<file path="src/rtl/core/cawm_pkg.sv">
// Shared types and constants for the channel airtime utilization monitor.
// Used by cawm_ctrl, cawm_dp and the top level; no dependencies.
package cawm_pkg;

    // Field and register widths
    localparam int DWELL_W  = 11;
    localparam int LEN_W    = 12;
    localparam int RSSI_W   = 8;
    localparam int CHNUM_W  = 4;
    localparam int PCT_W    = 7;
    localparam int ACC_W    = 32;

    // Datapath widths
    localparam int PROD_W   = 41;   // frame count * 360
    localparam int N_W      = 42;   // bytes*8 + frames*360
    localparam int DSC_W    = 17;   // dwell * 60
    localparam int LIM_W    = 24;   // dwell * 6000
    localparam int Q_W      = PCT_W;
    localparam int DSH_W    = DSC_W + Q_W - 1;
    localparam int CNT_W    = 3;

    // Airtime scaling: load = (bytes*8 + frames*360) / (dwell_ms*60)
    localparam logic [8:0]          FRAME_WEIGHT = 9'd360;
    localparam logic [5:0]          DIV_SCALE    = 6'd60;
    localparam logic [12:0]         FULL_LIMIT   = 13'd6000;
    localparam logic [PCT_W-1:0]    FULL_LOAD    = 7'd100;
    localparam logic [RSSI_W-1:0]   RSSI_FLOOR   = 8'h80;
    localparam logic [DWELL_W-1:0]  DWELL_RESET  = 11'd350;
    localparam logic [CNT_W-1:0]    DIV_LAST     = 3'd6;

    // Request type codes
    localparam logic REQ_FRAME      = 1'b0;
    localparam logic REQ_WINDOW_END = 1'b1;

    // Register index codes (byte address bit 2)
    localparam logic REG_DWELL = 1'b0;

    typedef enum logic [4:0] {
        ST_IDLE = 5'b00001,
        ST_CALC = 5'b00010,
        ST_SUM  = 5'b00100,
        ST_DIV  = 5'b01000,
        ST_DONE = 5'b10000
    } state_t;

    typedef struct packed {
        logic acc;       // add a frame to the window
        logic snap;      // capture the window and clear it
        logic calc;      // frame count * 360
        logic sum;       // form the numerator, run the clamp test
        logic div_step;  // one restoring division step
        logic finish;    // publish the result, advance the channel
    } ctrl_cmd_t;

    typedef struct packed {
        logic out_free;  // output register can take a result
    } dp_status_t;

endpackage

</file>
<file path="src/rtl/core/cawm_ctrl.sv">
// Sequencer for the monitor: accepts requests and steps the datapath
// through the window-end computation. Depends on cawm_pkg.
module cawm_ctrl (
    input  logic                   aclk,
    input  logic                   aresetn,
    input  logic                   s_valid,
    input  logic                   s_req_type,
    output logic                   s_ready,
    input  cawm_pkg::dp_status_t   status,
    output cawm_pkg::ctrl_cmd_t    cmd
);
    import cawm_pkg::*;

    state_t           state_reg, state_next;
    logic [CNT_W-1:0] cnt_reg, cnt_next;
    logic             take;

    assign s_ready = (state_reg == ST_IDLE);
    assign take    = s_valid && s_ready;

    always_comb begin
        state_next = state_reg;
        cnt_next   = cnt_reg;
        cmd        = '0;
        case (state_reg)
            ST_IDLE: begin
                if (take) begin
                    if (s_req_type == REQ_WINDOW_END) begin
                        cmd.snap   = 1'b1;
                        state_next = ST_CALC;
                    end else begin
                        cmd.acc = 1'b1;
                    end
                end
            end
            ST_CALC: begin
                cmd.calc   = 1'b1;
                state_next = ST_SUM;
            end
            ST_SUM: begin
                cmd.sum    = 1'b1;
                state_next = ST_DIV;
                cnt_next   = '0;
            end
            ST_DIV: begin
                cmd.div_step = 1'b1;
                cnt_next     = cnt_reg + 1'b1;
                if (cnt_reg == DIV_LAST) begin
                    state_next = ST_DONE;
                end
            end
            ST_DONE: begin
                // hold until the output register is free
                if (status.out_free) begin
                    cmd.finish = 1'b1;
                    state_next = ST_IDLE;
                end
            end
            default: begin
                state_next = ST_IDLE;
            end
        endcase
    end

    always_ff @(posedge aclk) begin
        if (!aresetn) begin
            state_reg <= ST_IDLE;
            cnt_reg   <= '0;
        end else begin
            state_reg <= state_next;
            cnt_reg   <= cnt_next;
        end
    end

endmodule

</file>
<file path="src/rtl/core/cawm_dp.sv">
// Datapath of the monitor: window accumulators, numerator build, 7-step
// restoring divider, peak-hold table and output register. Uses cawm_pkg.
module cawm_dp #(
    parameter int NUM_CHANNELS = 11
) (
    input  logic                                  aclk,
    input  logic                                  aresetn,
    input  cawm_pkg::ctrl_cmd_t                   cmd,
    output cawm_pkg::dp_status_t                  status,
    input  logic [cawm_pkg::DWELL_W-1:0]          dwell,
    input  logic [cawm_pkg::LEN_W-1:0]            frame_length,
    input  logic signed [cawm_pkg::RSSI_W-1:0]    frame_rssi,
    output logic                                  m_valid,
    input  logic                                  m_ready,
    output logic [cawm_pkg::CHNUM_W-1:0]          channel_number,
    output logic [cawm_pkg::PCT_W-1:0]            load_percent,
    output logic [cawm_pkg::PCT_W-1:0]            peak_percent,
    output logic signed [cawm_pkg::RSSI_W-1:0]    rssi_peak
);
    import cawm_pkg::*;

    localparam int IDX_W = (NUM_CHANNELS > 1) ? $clog2(NUM_CHANNELS) : 1;
    localparam logic [IDX_W-1:0] LAST_CH = IDX_W'(NUM_CHANNELS - 1);

    // Window accumulators
    logic [ACC_W-1:0]         byte_total_reg, frame_total_reg;
    logic signed [RSSI_W-1:0] rssi_max_reg;
    logic [ACC_W:0]           byte_sum;
    logic [ACC_W-1:0]         byte_total_next, frame_total_next;

    // Window snapshot and division
    logic [ACC_W-1:0]         bsnap_reg, fsnap_reg;
    logic signed [RSSI_W-1:0] rssi_snap_reg;
    logic                     dz_reg, full_reg;
    logic [LIM_W-1:0]         lim_reg, lim_calc;
    logic [DSC_W-1:0]         dsc_calc;
    logic [DSH_W-1:0]         dsh_reg;
    logic [PROD_W-1:0]        prod_reg;
    logic [N_W-1:0]           rem_reg, num_calc;
    logic [Q_W-1:0]           quot_reg;
    logic                     step_fits;

    // Channel sweep and peak hold
    logic [IDX_W-1:0]         sweep_reg;
    logic [PCT_W-1:0]         peak_reg [NUM_CHANNELS];
    logic [PCT_W-1:0]         load_fin, peak_rd, peak_new;

    logic                     m_valid_reg;
    logic [CHNUM_W-1:0]       chnum_reg;
    logic [PCT_W-1:0]         load_reg, peakout_reg;
    logic signed [RSSI_W-1:0] rssi_out_reg;

    assign byte_sum         = {1'b0, byte_total_reg} + (ACC_W+1)'(frame_length);
    assign byte_total_next  = byte_sum[ACC_W] ? '1 : byte_sum[ACC_W-1:0];
    assign frame_total_next = (&frame_total_reg) ? frame_total_reg
                                                 : frame_total_reg + 1'b1;

    assign lim_calc  = LIM_W'(dwell) * LIM_W'(FULL_LIMIT);
    assign dsc_calc  = DSC_W'(dwell) * DSC_W'(DIV_SCALE);
    assign num_calc  = N_W'({bsnap_reg, 3'b000}) + N_W'(prod_reg);
    assign step_fits = (rem_reg >= N_W'(dsh_reg));

    assign load_fin = dz_reg   ? '0 :
                      full_reg ? FULL_LOAD : quot_reg;
    assign peak_rd  = peak_reg[sweep_reg];
    assign peak_new = (load_fin > peak_rd) ? load_fin : peak_rd;

    assign status.out_free = !m_valid_reg || m_ready;

    // Control state: accumulators, sweep, peak table, output valid
    always_ff @(posedge aclk) begin
        if (!aresetn) begin
            byte_total_reg  <= '0;
            frame_total_reg <= '0;
            rssi_max_reg    <= RSSI_FLOOR;
            sweep_reg       <= '0;
            m_valid_reg     <= 1'b0;
            for (int i = 0; i < NUM_CHANNELS; i++) begin
                peak_reg[i] <= '0;
            end
        end else begin
            if (cmd.acc) begin
                byte_total_reg  <= byte_total_next;
                frame_total_reg <= frame_total_next;
                if (frame_rssi > rssi_max_reg) begin
                    rssi_max_reg <= frame_rssi;
                end
            end else if (cmd.snap) begin
                byte_total_reg  <= '0;
                frame_total_reg <= '0;
                rssi_max_reg    <= RSSI_FLOOR;
            end
            if (cmd.finish) begin
                m_valid_reg         <= 1'b1;
                peak_reg[sweep_reg] <= peak_new;
                sweep_reg           <= (sweep_reg == LAST_CH) ? '0 : sweep_reg + 1'b1;
            end else if (m_ready) begin
                m_valid_reg <= 1'b0;
            end
        end
    end

    // Payload: snapshot, numerator, divider, output fields
    always_ff @(posedge aclk) begin
        if (cmd.snap) begin
            bsnap_reg     <= byte_total_reg;
            fsnap_reg     <= frame_total_reg;
            rssi_snap_reg <= (frame_total_reg != '0) ? rssi_max_reg : '0;
            dz_reg        <= (dwell == '0);
            lim_reg       <= lim_calc;
            dsh_reg       <= {dsc_calc, (Q_W-1)'(0)};
        end
        if (cmd.calc) begin
            prod_reg <= PROD_W'(fsnap_reg) * PROD_W'(FRAME_WEIGHT);
        end
        if (cmd.sum) begin
            rem_reg  <= num_calc;
            full_reg <= (num_calc >= N_W'(lim_reg));
            quot_reg <= '0;
        end
        if (cmd.div_step) begin
            if (step_fits) begin
                rem_reg  <= rem_reg - N_W'(dsh_reg);
                quot_reg <= {quot_reg[Q_W-2:0], 1'b1};
            end else begin
                quot_reg <= {quot_reg[Q_W-2:0], 1'b0};
            end
            dsh_reg <= dsh_reg >> 1;
        end
        if (cmd.finish) begin
            chnum_reg    <= CHNUM_W'(sweep_reg) + 1'b1;
            load_reg     <= load_fin;
            peakout_reg  <= peak_new;
            rssi_out_reg <= rssi_snap_reg;
        end
    end

    assign m_valid        = m_valid_reg;
    assign channel_number = chnum_reg;
    assign load_percent   = load_reg;
    assign peak_percent   = peakout_reg;
    assign rssi_peak      = rssi_out_reg;

endmodule

</file>
<file path="src/rtl/core/channel_airtime_utilization_monitor.sv">
// Channel airtime utilization monitor: APB dwell register, sequencer and
// datapath. Depends on cawm_pkg, cawm_ctrl and cawm_dp.
//
// Usage:
//   Input channel (s_*): one request per handshake. A frame request
//   (s_req_type = 0) adds its length, counts a frame and raises the window
//   RSSI peak; frames may arrive every cycle while s_ready is high.
//   A window-end request (s_req_type = 1) produces one result on the m_*
//   channel: channel number, load in percent, peak-hold load of that
//   channel and window RSSI peak. Load = (bytes*8/6 + frames*60 us) * 100
//   / (dwell_ms * 1000 us), clamped to 100, 0 when dwell_ms is 0.
//   The result is built by the product, numerator, 7-step restoring divider
//   and publish steps; s_ready stays low from the taking of the window-end
//   request until the result is published to the output register.
//   A pending result sits in the output register; frames are still taken
//   while it waits. If the receiver stalls, the next window-end request
//   holds in its final cycle until the output register is free.
//   Reset (aresetn low, synchronous) clears the window, the sweep index and
//   the peak-hold table and sets dwell_ms to 350. Write dwell_ms only while
//   idle (APB address 0).
module channel_airtime_utilization_monitor #(
    parameter int NUM_CHANNELS = 11
) (
    input  logic                                  aclk,
    input  logic                                  aresetn,
    // APB configuration port
    input  logic                                  psel,
    input  logic                                  penable,
    input  logic                                  pwrite,
    input  logic [2:0]                            paddr,
    input  logic [31:0]                           pwdata,
    output logic [31:0]                           prdata,
    output logic                                  pready,
    // request channel
    input  logic                                  s_valid,
    output logic                                  s_ready,
    input  logic                                  s_req_type,
    input  logic [cawm_pkg::LEN_W-1:0]            s_frame_length,
    input  logic signed [cawm_pkg::RSSI_W-1:0]    s_frame_rssi,
    // result channel
    output logic                                  m_valid,
    input  logic                                  m_ready,
    output logic [cawm_pkg::CHNUM_W-1:0]          m_channel_number,
    output logic [cawm_pkg::PCT_W-1:0]            m_load_percent,
    output logic [cawm_pkg::PCT_W-1:0]            m_peak_percent,
    output logic signed [cawm_pkg::RSSI_W-1:0]    m_rssi_peak
);
    import cawm_pkg::*;

    logic [DWELL_W-1:0] dwell_reg;
    logic               reg_sel;
    ctrl_cmd_t          cmd;
    dp_status_t         status;

    assign pready  = 1'b1;
    assign reg_sel = paddr[2];
    assign prdata  = (reg_sel == REG_DWELL) ? 32'(dwell_reg) : '0;

    always_ff @(posedge aclk) begin
        if (!aresetn) begin
            dwell_reg <= DWELL_RESET;
        end else if (psel && penable && pwrite && pready && reg_sel == REG_DWELL) begin
            dwell_reg <= pwdata[DWELL_W-1:0];
        end
    end

    cawm_ctrl u_ctrl (
        .aclk       (aclk),
        .aresetn    (aresetn),
        .s_valid    (s_valid),
        .s_req_type (s_req_type),
        .s_ready    (s_ready),
        .status     (status),
        .cmd        (cmd)
    );

    cawm_dp #(
        .NUM_CHANNELS (NUM_CHANNELS)
    ) u_dp (
        .aclk           (aclk),
        .aresetn        (aresetn),
        .cmd            (cmd),
        .status         (status),
        .dwell          (dwell_reg),
        .frame_length   (s_frame_length),
        .frame_rssi     (s_frame_rssi),
        .m_valid        (m_valid),
        .m_ready        (m_ready),
        .channel_number (m_channel_number),
        .load_percent   (m_load_percent),
        .peak_percent   (m_peak_percent),
        .rssi_peak      (m_rssi_peak)
    );

    a_load_range: assert property (@(posedge aclk) disable iff (!aresetn)
        m_valid |-> m_load_percent <= FULL_LOAD)
        else $error("load above full scale");

    a_peak_holds: assert property (@(posedge aclk) disable iff (!aresetn)
        m_valid |-> m_peak_percent >= m_load_percent)
        else $error("peak-hold below window load");

    a_channel_range: assert property (@(posedge aclk) disable iff (!aresetn)
        m_valid |-> (m_channel_number != '0 &&
                     m_channel_number <= CHNUM_W'(NUM_CHANNELS)))
        else $error("channel number out of sweep range");

    a_busy_after_window: assert property (@(posedge aclk) disable iff (!aresetn)
        (s_valid && s_ready && s_req_type == REQ_WINDOW_END) |=> !s_ready)
        else $error("request taken during window-end computation");

endmodule
</file>
<file path="config.mk">
export PLATFORM = sky130hd
export DESIGN_NAME = channel_airtime_utilization_monitor
export DESIGN_NICKNAME = d
export VERILOG_FILES = /design/src/rtl/core/cawm_pkg.sv /design/src/rtl/core/cawm_ctrl.sv /design/src/rtl/core/cawm_dp.sv /design/src/rtl/core/channel_airtime_utilization_monitor.sv
export SDC_FILE = /design/constraint.sdc
export NUM_CORES = 1
export LEC_CHECK = 0
export ABC_AREA = 1
export BUFFER_PORTS_ARGS = -buffer_cell sky130_fd_sc_hd__buf_2
export CAP_MARGIN = 30
export CORE_ASPECT_RATIO = 1.5
export CORE_MARGIN = 1.5
export CORE_UTILIZATION = 45
export DETAILED_ROUTE_END_ITERATION = 10
export PLACE_DENSITY_LB_ADDON = 0.15
export SYNTH_ARGS = -nofsm -noshare
export SYNTH_HDL_FRONTEND = slang
export SYNTH_HIERARCHICAL = 1
export SYNTH_SLANG_ARGS = --single-unit
</file>
<file path="constraint.sdc">
create_clock -name aclk -period 12.27 [get_ports aclk]
set_clock_uncertainty 0.15 [all_clocks]
set_input_delay 3.0675 -clock aclk [delete_from_list [all_inputs] [get_ports aclk]]
set_output_delay 3.0675 -clock aclk [all_outputs]
set_load 0.01 [all_outputs]
</file>
### After elaboration in Yosys (flattened, before gate mapping)

Memory sizes are Yosys's and may differ from the RTL's. A register that Yosys moved wholly into a read port is not among the register bits.
Index checks and enable logic that the tools add are counted.
Widths: inputs -> output; s select.

* output and inout port bits: 61
* memories: 1
* bits in writable memories: 77
* bits in read-only memories: 0
* word-level logic and storage cells: 116
* latch bits: 0
* bits of input ports: 63
* register bits: 326

Memories
* u_dp.peak_reg: words 11, bits a word 7, read ports 1, clocked after Yosys merged registers in 1, wr ports 11, line cawm_dp.sv:45 `logic [PCT_W-1:0] peak_reg [NUM_CHANNELS];`

* multiplexer cells: 47
* eq/ne operators: 13
* $mul: 3
* divide/modulo/power cells: 0
* shifts and indexed selects: 0
* reduce and logical (&&, ||, !) cells: 18
* bitwise operators: 1
* $lt $le $gt $ge: 4
* add/sub/neg operators: 6

Operators with widths (count)
* $mux 32: 5
* $mux 42: 3
* $mux 22: 2
* $add 35x41->42: 1
* $ge 42x23->1: 1
* $ge 42x24->1: 1
* $mux 7: 6
* $sub 42x23->42: 1
* $mul 32x6->38 const B: 1
* $add 32x12->33: 1
* $add 32x1->32 const B: 1
* $reduce_and 32->1: 1
* $reduce_bool 32->1: 1
* $pmux 5 s5: 1
* $mux 8: 3
* $mul 11x9->20 const B: 1
* $mux 5: 4
* $mux 4: 4
* $mul 11x4->15 const B: 1
* $mux 1: 15
* $logic_not 11->1: 1
* $mux 11: 1
* $reduce_bool 2->1: 5
* $gt 8x8->1: 1
* other kinds (21): 30

### Longest topological paths before layout

Gate-level depths: netlist (run 1).

* depth after elaboration: 9
* mapped depth: 22
* depth with buffers taken out: 22

### Hierarchy

Netlist (run 1), hierarchy kept.

Modules (own cells, without submodules)
* cawm_dp: cells an instance 3765, seq. area each 11390.9 sq um, times used 1, area an instance 30505.5 sq um
* channel_airtime_utilization_monitor: cells an instance 111, seq. area each 220.2 sq um, times used 1, area an instance 704.4 sq um
* cawm_ctrl: cells an instance 61, seq. area each 160.2 sq um, times used 1, area an instance 457.9 sq um

### Worst setup path before layout (run 1)

Ideal clock, no wire load.

* path kind: input -> register
* from: in s_valid
* to: reg u_dp.frame_total_reg[11]
* data required time: 12.004 ns
* setup slack: 0.604 ns
* arrival: 11.400 ns
* stages: 10
* path buffers: 1
* setup time: 0.116 ns
* path through: inv_1 -> nor3b_1 -> nand2_1 -> buf_2 -> nand2_2 -> inv_2 -> nor3_1 -> nand2_1 -> nand2_1 -> a21oi_1

RTL lines
* start: declaration: line channel_airtime_utilization_monitor.sv:35 `input logic s_valid,`
* end signal: assignment: line cawm_dp.sv:84 `frame_total_reg <= frame_total_next;`
* end: declaration: line cawm_dp.sv:26 `logic [ACC_W-1:0] byte_total_reg, frame_total_reg;`

### Worst setup path after layout (run 1)

* from: in paddr[2]
* to: out prdata[1]

* word-level cells in the longest chain between the ends: 1

Ends and longest elaborated chain
* start: declaration: line channel_airtime_utilization_monitor.sv:30 `input logic [2:0] paddr,`
* $mux 11: line channel_airtime_utilization_monitor.sv:57 `assign prdata = (reg_sel == REG_DWELL) ? 32'(dwell_reg) : '0;`
* end: declaration: line channel_airtime_utilization_monitor.sv:32 `output logic [31:0] prdata,`

Every way passes these cells.

==> results of run 1 <==
path summary, 6_finish.rpt:
path | startpoint | slack (ns) | cells after the start | endpoint
setup reg to reg | dwell_reg[7]$_SDFFE_PN0P_ | 7.26 | 14 | u_dp/lim_reg[20]$_DFFE_PP_
hold reg to reg | u_dp/rssi_snap_reg[5]$_SDFFCE_PN0P_ | 0.27 | 0 | u_dp/rssi_peak[5]$_DFFE_PP_
setup / recovery | paddr[2] | 5.54 | 3 | prdata[1]
hold / removal | u_dp/rssi_snap_reg[5]$_SDFFCE_PN0P_ | 0.27 | 0 | u_dp/rssi_peak[5]$_DFFE_PP_
kinds of logic after synthesis:
group,after synthesis
adder cells (fa/ha/maj),370
AND/OR/NAND/NOR,1629
flip-flops,442
XOR/XNOR,114
AO/OA/AOI/OAI,590
buffers and inverters,790
other,2
worst reg2reg max path, delay by kind of cell (launching register included):
| family | cells | cell delay, ns |
|---|---|---|
| AO/OA/AOI/OAI | 3 | 0.70 |
| flip-flops | 1 | 0.76 |
| XOR/XNOR | 1 | 0.18 |
| AND/OR/NAND/NOR | 3 | 0.34 |
| buffers and inverters | 2 | 0.11 |
| adder cells (fa/ha/maj) | 5 | 2.53 |
layout make-up:
class	instances	area, sq um
fillers	6928	35570
multi-input cells	2725	16790
flip-flops and latches	442	11770
inverters	692	2597
clock buffers	57	1201
well taps	907	1135
repair buffers	99	580.6
clock inverters	27	336.6
synth_stat cells (15+ instances only):
master and instances:
a21oi_1 225, inv_1 674, o21bai_1 23, nand3_1 180
buf_4 32, nor4_1 18, clkbuf_1 33, xor2_1 90
nand4_1 55, dfxtp_1 150, xnor2_1 24, nand2_1 812
or2_2 20, ha_1 256, nor3_1 73, fa_1 114
nor2_1 428, o21ai_1 19, edfxtp_1 292, o211ai_1 37
a21o_1 15, buf_2 16, o21ai_0 195
report_power, final:
group          switching (W)  internal [W]
Sequential          0.000103       0.00192
Combinational        0.00221       0.00121
Clock               0.000629      0.000797
Total                0.00294       0.00393
layout by cell type, fill, tap and decap left out, types with 5 or more instances in the layout:
cell / Yosys / routed
clkinv_2: 0 / 8
buf_4: 32 / 19
o21ai_0: 195 / 195
nor2_1: 428 / 426
nand2_2: 5 / 5
clkbuf_16: 0 / 45
nor4_1: 18 / 17
a21boi_0: 6 / 6
a21o_1: 15 / 15
conb_1: 2 / 22
nand2_1: 812 / 812
dfxtp_1: 150 / 150
nand3_1: 180 / 180
a21oi_1: 225 / 225
clkbuf_1: 33 / 9
or2_2: 20 / 20
buf_2: 16 / 78
ha_1: 256 / 256
nand3b_1: 7 / 7
o21ai_1: 19 / 19
o21bai_1: 23 / 23
xnor2_1: 24 / 24
o221ai_1: 13 / 13
a31oi_1: 11 / 11
o31ai_1: 7 / 7
nor3_1: 73 / 72
inv_2: 9 / 11
nand4_1: 55 / 55
xor2_1: 90 / 90
o22ai_1: 11 / 11
fa_1: 114 / 114
edfxtp_1: 292 / 292
o211ai_1: 37 / 37
o21a_1: 13 / 13
clkinv_1: 9 / 10
inv_1: 674 / 672
nor2_2: 7 / 9
metrics by stage:
step                util, %  instance area (sq um)
floorplan                 -                  31740
global placement      46.90                  32820
detailed placement    46.97                  32870
CTS                   49.17                  34410
global route          49.17                  34410
finish                49.17                  34410
routing by layer:
metal	track usage, %	up-vias
li1	-	12951
met1	25.63	11805
met2	43.70	451
met3	2.157	182
met4	10.32	0
met5	0	-
==> metrics, run 1 <==
most used cell along the critical path buf_2; TritonCTS clock tree done; CP cell instances buf_2 -> nor2_1 -> buf_2; Final WS setup 5.539 ns; DIE AREA 72010 sq um; fin cells 4949; RSZ-0062 raised after global routing no; period utilization 54.85%; DRT antenna net count 0; Die Wd 219.6 microns; die height 327.9 microns; Root Buffer clkbuf_16; DRC Markers 0; via count 25.39k; CTS buffer count 45; adder-cell area share of the yosys netlist 17.32%; vias in the first global route 25.42k; CP endpoint kind output pin; num rows 119; critical path startpoint category input port; Power per Cell Area 199.6 nW/um^2; setup violators final 0; Largest delay share family, worst path buffers and inverters; synth top area cells edfxtp_1, ha_1, nand2_1, dfxtp_1, inv_1; Final Hold Viols 0; diode count 0; register area share after synthesis 37.17%; Clock Pin Slew Worst Setup and Hold Paths 0.06 ns; Mapped Area 31670 sq um; min cycle time layout 6.731 ns; final net count 4438; mux share of post-synthesis cell area 0%; Hold Buf Count CTS 0; Vias/cell 5.130; Initial Utilization 45.25%; initial antenna violation count 0; setup_tns 0 ns; Post-Synth XOR/XNOR Area 3.153%; Max Fanout on Critical Path 13; Max Root-Sink Buffers 3; number of synthesized flops with an enable pin 292; WL/cell 16.45 microns; Pleak 15.77 nW; I/O pin count 124; hold crit path type reg -> reg; complex-gate fraction of the synthesized area 10.58%; HPWL after DPL 63850 microns; Pre-antenna DRT Iters 5; largest net degree at the start of global routing 99; number of max-cap violations 0; CP max-delay cell buf_2; #FFs+latches synth 442; max FFs per register 112; CTS H-tree depth 2; Post-Synth Simple-Gate Area 21.64%; Critical Path RT 9.05 ns; post-CTS setup buffers 0; worst path bufs/invs 2; relative slew slack 32.18%; Worst Path Arrival 3.51 ns; Synth area leader edfxtp_1; Placed Cells 4865; Met3 Wirelength 2189 microns; global-route wire length before repair 130400 microns; status finished, final reports clean; WL final 81420 microns; Hold Worst Slack 0.2713 ns; area of the core 69980 sq um; M1 wire length 32280 microns; Slew Viols, Final 0; Worst-Margin Slew 1.016 ns; 1st-iter DRT viols 1441; Total Power 0.006869 W; pre-CTS WS 5.539 ns; mean post-synth cell area 8.044 sq um; VDD IR-drop max 0.1176 mV; # resized after CTS 0; GR Util All Layers 23.02%; Clk Latency, worst-skew pair 0.63 ns; CP Class in -> out; Synthesis Warnings 6; Cells after Synth 3937; Clock Sink Count 442; Netlist cell types 60; top layer in use met4; grt ovf 0; IO Port Bufs 78; max frequency 0.1486 GHz; routability cong. 0.9389; asr flop ratio synth 0%; layout cell share with drive strength beyond 1 5.962%; largest family of logic cells by synthesized area simple AND/OR/NAND/NOR gates; DR WL met2 43300 microns; Synth top area share 27.69%; Primary FF master, synth edfxtp_1; CP max stage delay 0.22 ns; area grow syn2layout 8.661%
(Power assumes the default switching activity.)
==> run 2, diff against run 1 <==
Clock period 12.27 ns to 6.7 ns, I/O delays scaled along.
==> run 2 against run 1 <==
Against the previous run: non-clock buffer count increased by 2; first-iteration DRC count up 1.4%; clock power grew 80%; global-route usage increased by 0.38 points; hold slack lost 0.0021 ns; largest cell class unchanged; count of clock-buffer cells in the layout increased by 1; power up 83%; critical path depth is 11 higher; via count fell by 0.11%; register-to-register slack got worse by 5.5 ns; critical path type is now reg -> reg.
==> metrics, run 2 (synthesis results as in run 1) <==
status finished, final reports clean (unchanged); RSZ-0062 raised after global routing no (unchanged); Crit. Startpoint dwell_reg[7]$_SDFFE_PN0P_ (was paddr[2]); die height 327.9 microns (unchanged); # resized after CTS 0 (unchanged); global-route wire length before repair 132100 microns (was 130400 microns); most used cell along the critical path fa_1 (was buf_2); number of max-cap violations 0 (unchanged); min cycle time layout 4.976 ns; Final Hold Viols 0 (unchanged); vias in the first global route 25.52k (was 25.42k); Critical Path RT 6.89 ns (was 9.05 ns); Initial Utilization 45.25% (unchanged); Pleak 15.76 nW (was 15.77 nW); Worst Path Arrival 5.17 ns (was 3.51 ns); CP max-delay cell dfxtp_1 (was buf_2); Slew Viols, Final 0 (unchanged); VDD IR-drop max 0.2314 mV (was 0.1176 mV); area of the core 69980 sq um (unchanged); max frequency 0.2010 GHz; num rows 119 (unchanged); WL/cell 16.62 microns (was 16.45 microns); I/O pin count 124 (unchanged); most common cell after layout, fill and taps aside nand2_1 (unchanged); Hold Buf Count CTS 0 (unchanged); GR Util All Layers 23.41% (was 23.02%); IO Port Bufs 78 (unchanged); Root Buffer clkbuf_16 (unchanged); max FFs per register 112 (unchanged); Total Power 0.01254 W (was 0.006869 W); grt ovf 0 (unchanged); setup_tns 0 ns (unchanged); period utilization 74.26%; Max Fanout on Critical Path 11 (was 13); CTS H-tree depth 2 (unchanged); DRC Markers 0 (unchanged); relative slew slack 34.94% (was 32.18%); Pre-antenna DRT Iters 5 (unchanged); largest net degree at the start of global routing 98 (was 99); Power per Cell Area 364.5 nW/um^2 (was 199.6 nW/um^2); Max Root-Sink Buffers 3 (unchanged); CP max stage delay 0.74 ns (was 0.22 ns); Die Wd 219.6 microns (unchanged); Hold Worst Slack 0.2692 ns (was 0.2713 ns); Worst-Margin Slew 0.9723 ns (was 1.016 ns); DRT antenna net count 0 (unchanged); setup violators final 0 (unchanged); via count 25.36k (was 25.39k); TritonCTS clock tree done (unchanged); WL final 82240 microns (was 81420 microns); Clock Pin Slew Worst Setup and Hold Paths 0.07 ns (was 0.06 ns); Clock Sink Count 442 (unchanged); most frequent cells in the layout nand2_1, inv_1, nor2_1 (unchanged); post-CTS setup buffers 0 (unchanged); initial antenna violation count 0 (unchanged); reg2reg start dwell_reg[7]$_SDFFE_PN0P_ (unchanged); CTS buffer count 44 (was 45); HPWL after DPL 64500 microns (was 63850 microns); filler instances 6980 (was 6928); hold crit path type reg -> reg (unchanged); Vias/cell 5.124 (was 5.130); CP Class reg -> reg (was in -> out); diode count 0 (unchanged); 1st-iter DRT viols 1461 (was 1441); area grow syn2layout 8.649% (was 8.661%); critical path startpoint category register (was input port); final net count 4439 (was 4438); HP Start u_dp/rssi_snap_reg[1]$_SDFFCE_PN0P_ (was u_dp/rssi_snap_reg[5]$_SDFFCE_PN0P_); routability cong. 0.9500 (was 0.9389); DIE AREA 72010 sq um (unchanged); layout cell share with drive strength beyond 1 5.913% (was 5.962%); CP endpoint kind register (was output pin); CP cell instances fa_1 -> fa_1 -> inv_1 -> fa_1 -> fa_1 -> inv_1 -> ha_1 -> nand3_1 -> nand3_1 -> nand2_1 -> o211ai_1 -> a21boi_0 -> o21ai_0 -> xor2_1 (was buf_2 -> nor2_1 -> buf_2); Clk Latency, worst-skew pair 0.62 ns (was 0.63 ns)
## run 2: cell types whose count changed in the layout (fill, tap and decap cells not counted), moves of 2 or more
cell,before,now
buf_12,1,3
clkbuf_8,3,5
clkinvlp_4,3,6
inv_6,4,1
clkinv_2,8,5
## run 2: area by class of cell
class                   count  area (sq um)  share of cell area [%]
inverters                 692          2597                   7.549
clock buffers              58          1204                   3.498
well taps                 907          1135                   3.298
flip-flops and latches    442         11770                   34.21
clock inverters            24         284.0                  0.8255
repair buffers            101         620.6                   1.804
multi-input cells        2725         16790                   48.81
## run 2: final timing paths
check,cells after the start,slack (ns),to
max,14,1.72,u_dp/lim_reg[20]$_DFFE_PP_
min,0,0.27,u_dp/rssi_peak[1]$_DFFE_PP_
max reg2reg,14,1.72,u_dp/lim_reg[20]$_DFFE_PP_
min reg2reg,0,0.27,u_dp/rssi_peak[1]$_DFFE_PP_
## run 2: routing by layer
layer,part of all wire [%],up-vias,global-route usage (%)
met5,0,-,0
met4,4.7,0,10.87
met3,3.0,184,2.083
met2,53,463,44.31
met1,39,11770,26.07
li1,-,12944,-
## run 2: worst max-delay path: cells and delay by family (launching register included)
family          cells  cell delay [ns]
compound gates      3             0.69
xor+xnor            1             0.17
fa+ha+maj           5             2.48
buf+inv             2             0.11
simple gates        3             0.37
flops               1             0.74
## run 2: power by group
part,switching (W),internal (W),total (W)
clock,0.00116,0.00141,0.00257
combinational,0.00404,0.00221,0.00626
sequential,0.000195,0.00351,0.00371
total,0.00540,0.00714,0.0125
## run 2: through the flow
stage | std cells | setup slack (ns) | area [sq um] | util [%]
finish | 4949 | 1.724 | 34410 | 49.17
CTS | 4949 | 1.697 | 34410 | 49.17
global placement | 4862 | 1.692 | 32850 | 46.94
detailed placement | 4867 | 1.735 | 32920 | 47.04
floorplan | 3957 | 1.193 | 31750 | -
global route | 4949 | 1.427 | 34410 | 49.17
==> run 3, diff against run 2 <==
Clock period 6.7 ns to 4.2 ns, I/O delays scaled along.
==> run 3 against run 2 <==
Against the previous run: via count is 1.2% higher; cell count grew 1.8%; power grew 73%; design area rose by 3.8%; die area unchanged; worst setup slack lost 1.7 ns; critical path depth is 4 higher; first-iteration DRC count down 6.0%; hold slack is essentially flat; register-to-register slack got worse by 1.7 ns; sequential power rose by 59%; critical endpoint unchanged.
==> metrics, run 3 (synthesis results as in run 1) <==
Worst Path Arrival 4.37 ns (was 5.17 ns); area of the core 69980 sq um (unchanged); filler instances 6919 (was 6980); DIE AREA 72010 sq um (unchanged); Placed Cells 4948 (was 4867); CP endpoint kind register (unchanged); 1st-iter DRT viols 1374 (was 1461); Cell Int Power 0.01265 W (was 0.007142 W); final net count 4528 (was 4439); period utilization 98.65% (was 74.26%); max FFs per register 112 (unchanged); Die Wd 219.6 microns (unchanged); worst path bufs/invs 6 (was 2); Clock Sink Count 442 (unchanged); CP Class reg -> reg (unchanged); Max Fanout on Critical Path 6 (was 11); vias in the first global route 26.01k (was 25.52k); CP cell instances buf_4 -> fa_2 -> inv_1 -> fa_1 -> inv_1 -> ha_1 -> inv_1 -> fa_1 -> inv_1 -> ha_4 -> nand3_1 -> nand3_2 -> nand2_1 -> o211ai_1 -> a21boi_2 -> buf_4 -> o21ai_2 -> xor2_1 (was fa_1 -> fa_1 -> inv_1 -> fa_1 -> fa_1 -> inv_1 -> ha_1 -> nand3_1 -> nand3_1 -> nand2_1 -> o211ai_1 -> a21boi_0 -> o21ai_0 -> xor2_1); I/O pin count 124 (unchanged); TritonCTS clock tree done (unchanged); Final WS setup 0.05662 ns (was 1.724 ns); DRC Markers 0 (unchanged); pre-CTS WS -0.04247 ns (was 1.735 ns); combinational share of power 50.8% (was 49.9%); largest net degree at the start of global routing 98 (unchanged); Final Hold Viols 0 (unchanged); global-route wire length before repair 132300 microns (was 132100 microns); Slew Viols, Final 0 (unchanged); max frequency 0.2413 GHz (was 0.2010 GHz); relative slew slack 46.63% (was 34.94%); Vias/cell 5.092 (was 5.124); most common cell after layout, fill and taps aside nand2_1 (unchanged); initial antenna violation count 0 (unchanged); Net Switching 0.008997 W (was 0.005400 W); num rows 119 (unchanged); critical path startpoint category register (unchanged); Switching Fraction 41.56% (was 43.06%); WL/cell 16.42 microns (was 16.62 microns); setup_tns 0 ns (unchanged); Initial Utilization 45.25% (unchanged); status finished, final reports clean (unchanged); routability cong. 0.9501 (was 0.9500); Hold Buf Count CTS 0 (unchanged); Critical Path RT 4.42 ns (was 6.89 ns); VDD IR-drop max 0.4096 mV (was 0.2314 mV); most frequent cells in the layout nand2_1, inv_1, nor2_1 (unchanged); CTS H-tree depth 2 (unchanged); Root Buffer clkbuf_16 (unchanged); CP max-delay cell fa_2 (was dfxtp_1); CTS buffer count 46 (was 44); Max Root-Sink Buffers 3 (unchanged); GR Util All Layers 23.40% (was 23.41%); via count 25.66k (was 25.36k); Clk Latency, worst-skew pair 0.62 ns (about the same); DRT antenna net count 0 (unchanged); final core occ 51.01% (was 49.17%); Power per Cell Area 606.4 nW/um^2 (was 364.5 nW/um^2); CP max stage delay 0.53 ns (was 0.74 ns); area grow syn2layout 12.73% (was 8.649%); fin cells 5039 (was 4949); layout cell share with drive strength beyond 1 9.753% (was 5.913%); setup violators final 0 (unchanged); Pre-antenna DRT Iters 5 (unchanged); share of total power in the clock network 21.9% (was 20.5%); min cycle time layout 4.143 ns (was 4.976 ns); grt ovf 0 (unchanged); IO Port Bufs 78 (unchanged); sequential fraction of design power 27.3% (was 29.6%); Largest delay share family, worst path adder cells (unchanged); die height 327.9 microns (unchanged); Pleak 16.37 nW (was 15.76 nW); hold crit path type reg -> reg (unchanged); diode count 0 (unchanged); RSZ-0062 raised after global routing yes (was no); HPWL after DPL 65970 microns (was 64500 microns); most used cell along the critical path inv_1 (was fa_1); Clock Pin Slew Worst Setup and Hold Paths 0.07 ns (about the same); number of max-cap violations 0 (unchanged); WL final 82720 microns (was 82240 microns); Worst-Margin Slew 0.7956 ns (was 0.9723 ns)
run 3: changes by cell type in the layout (fill, tap and decap cells not counted), sizes merged:
cell / delta
bufinv: +10
clkinv: -1
inv: +5
clkinvlp: -4
clkbuf: -7
buf: +87
run 3: area by class of cell:
class	instances	area [sq um]	share of cell area [%]
inverters	692	2610	7.311
multi-input cells	2725	17160	48.06
flip-flops and latches	442	11800	33.04
clock buffers	51	1170	3.277
well taps	907	1135	3.179
clock inverters	34	579.3	1.623
repair buffers	188	1254	3.512
run 3: final timing paths:
| kind | cells after the start | slack, ns | startpoint | end |
|---|---|---|---|---|
| setup / recovery | 18 | 0.06 | dwell_reg[5]$_SDFFE_PN0P_ | u_dp/lim_reg[20]$_DFFE_PP_ |
| hold / removal | 0 | 0.27 | u_dp/rssi_snap_reg[7]$_SDFFCE_PN0P_ | u_dp/rssi_peak[7]$_DFFE_PP_ |
| setup reg to reg | 18 | 0.06 | dwell_reg[5]$_SDFFE_PN0P_ | u_dp/lim_reg[20]$_DFFE_PP_ |
| hold reg to reg | 0 | 0.27 | u_dp/rssi_snap_reg[7]$_SDFFCE_PN0P_ | u_dp/rssi_peak[7]$_DFFE_PP_ |
run 3: repair_timing:
| item | in CTS | in global routing |
|---|---|---|
| gates resized for setup | 4 | 53 |
| pin swaps | 0 | 21 |
| setup buffers | 0 | 6 |
| endpoints found under the setup margin | 3 | 15 |
run 3: per-layer routing:
metal	part of all wire (%)	up-vias	global-route usage, %
li1	-	13123	-
met1	39	11910	25.22
met2	54	442	45.21
met3	2.9	185	2.269
met4	4.7	0	10.69
met5	0	-	0
run 3: per-stage QoR:
step           instance area (sq um)  hold slack [ns]  total power [W]
4_1_cts                        35390           0.2718          0.02139
5_1_grt                        35700           0.2774          0.02348
3_3_place_gp                   33620           0.2544          0.01643
3_5_place_dp                   33620           0.2562          0.01653
2_1_floorplan                  31890           0.2503          0.01353
6_report                       35700           0.2687          0.02165
run 3: power groups by stage:
| stage | Clock (W) | Sequential (W) | Combinational [W] |
|---|---|---|---|
| after detailed placement | 0 | 0.00600 | 0.0105 |
| after global placement | 0 | 0.00599 | 0.0104 |
| after floorplan | 0 | 0.00592 | 0.00762 |
| after CTS | 0.00486 | 0.00591 | 0.0106 |
| final | 0.00474 | 0.00591 | 0.0110 |
| after global routing | 0.00499 | 0.00596 | 0.0125 |
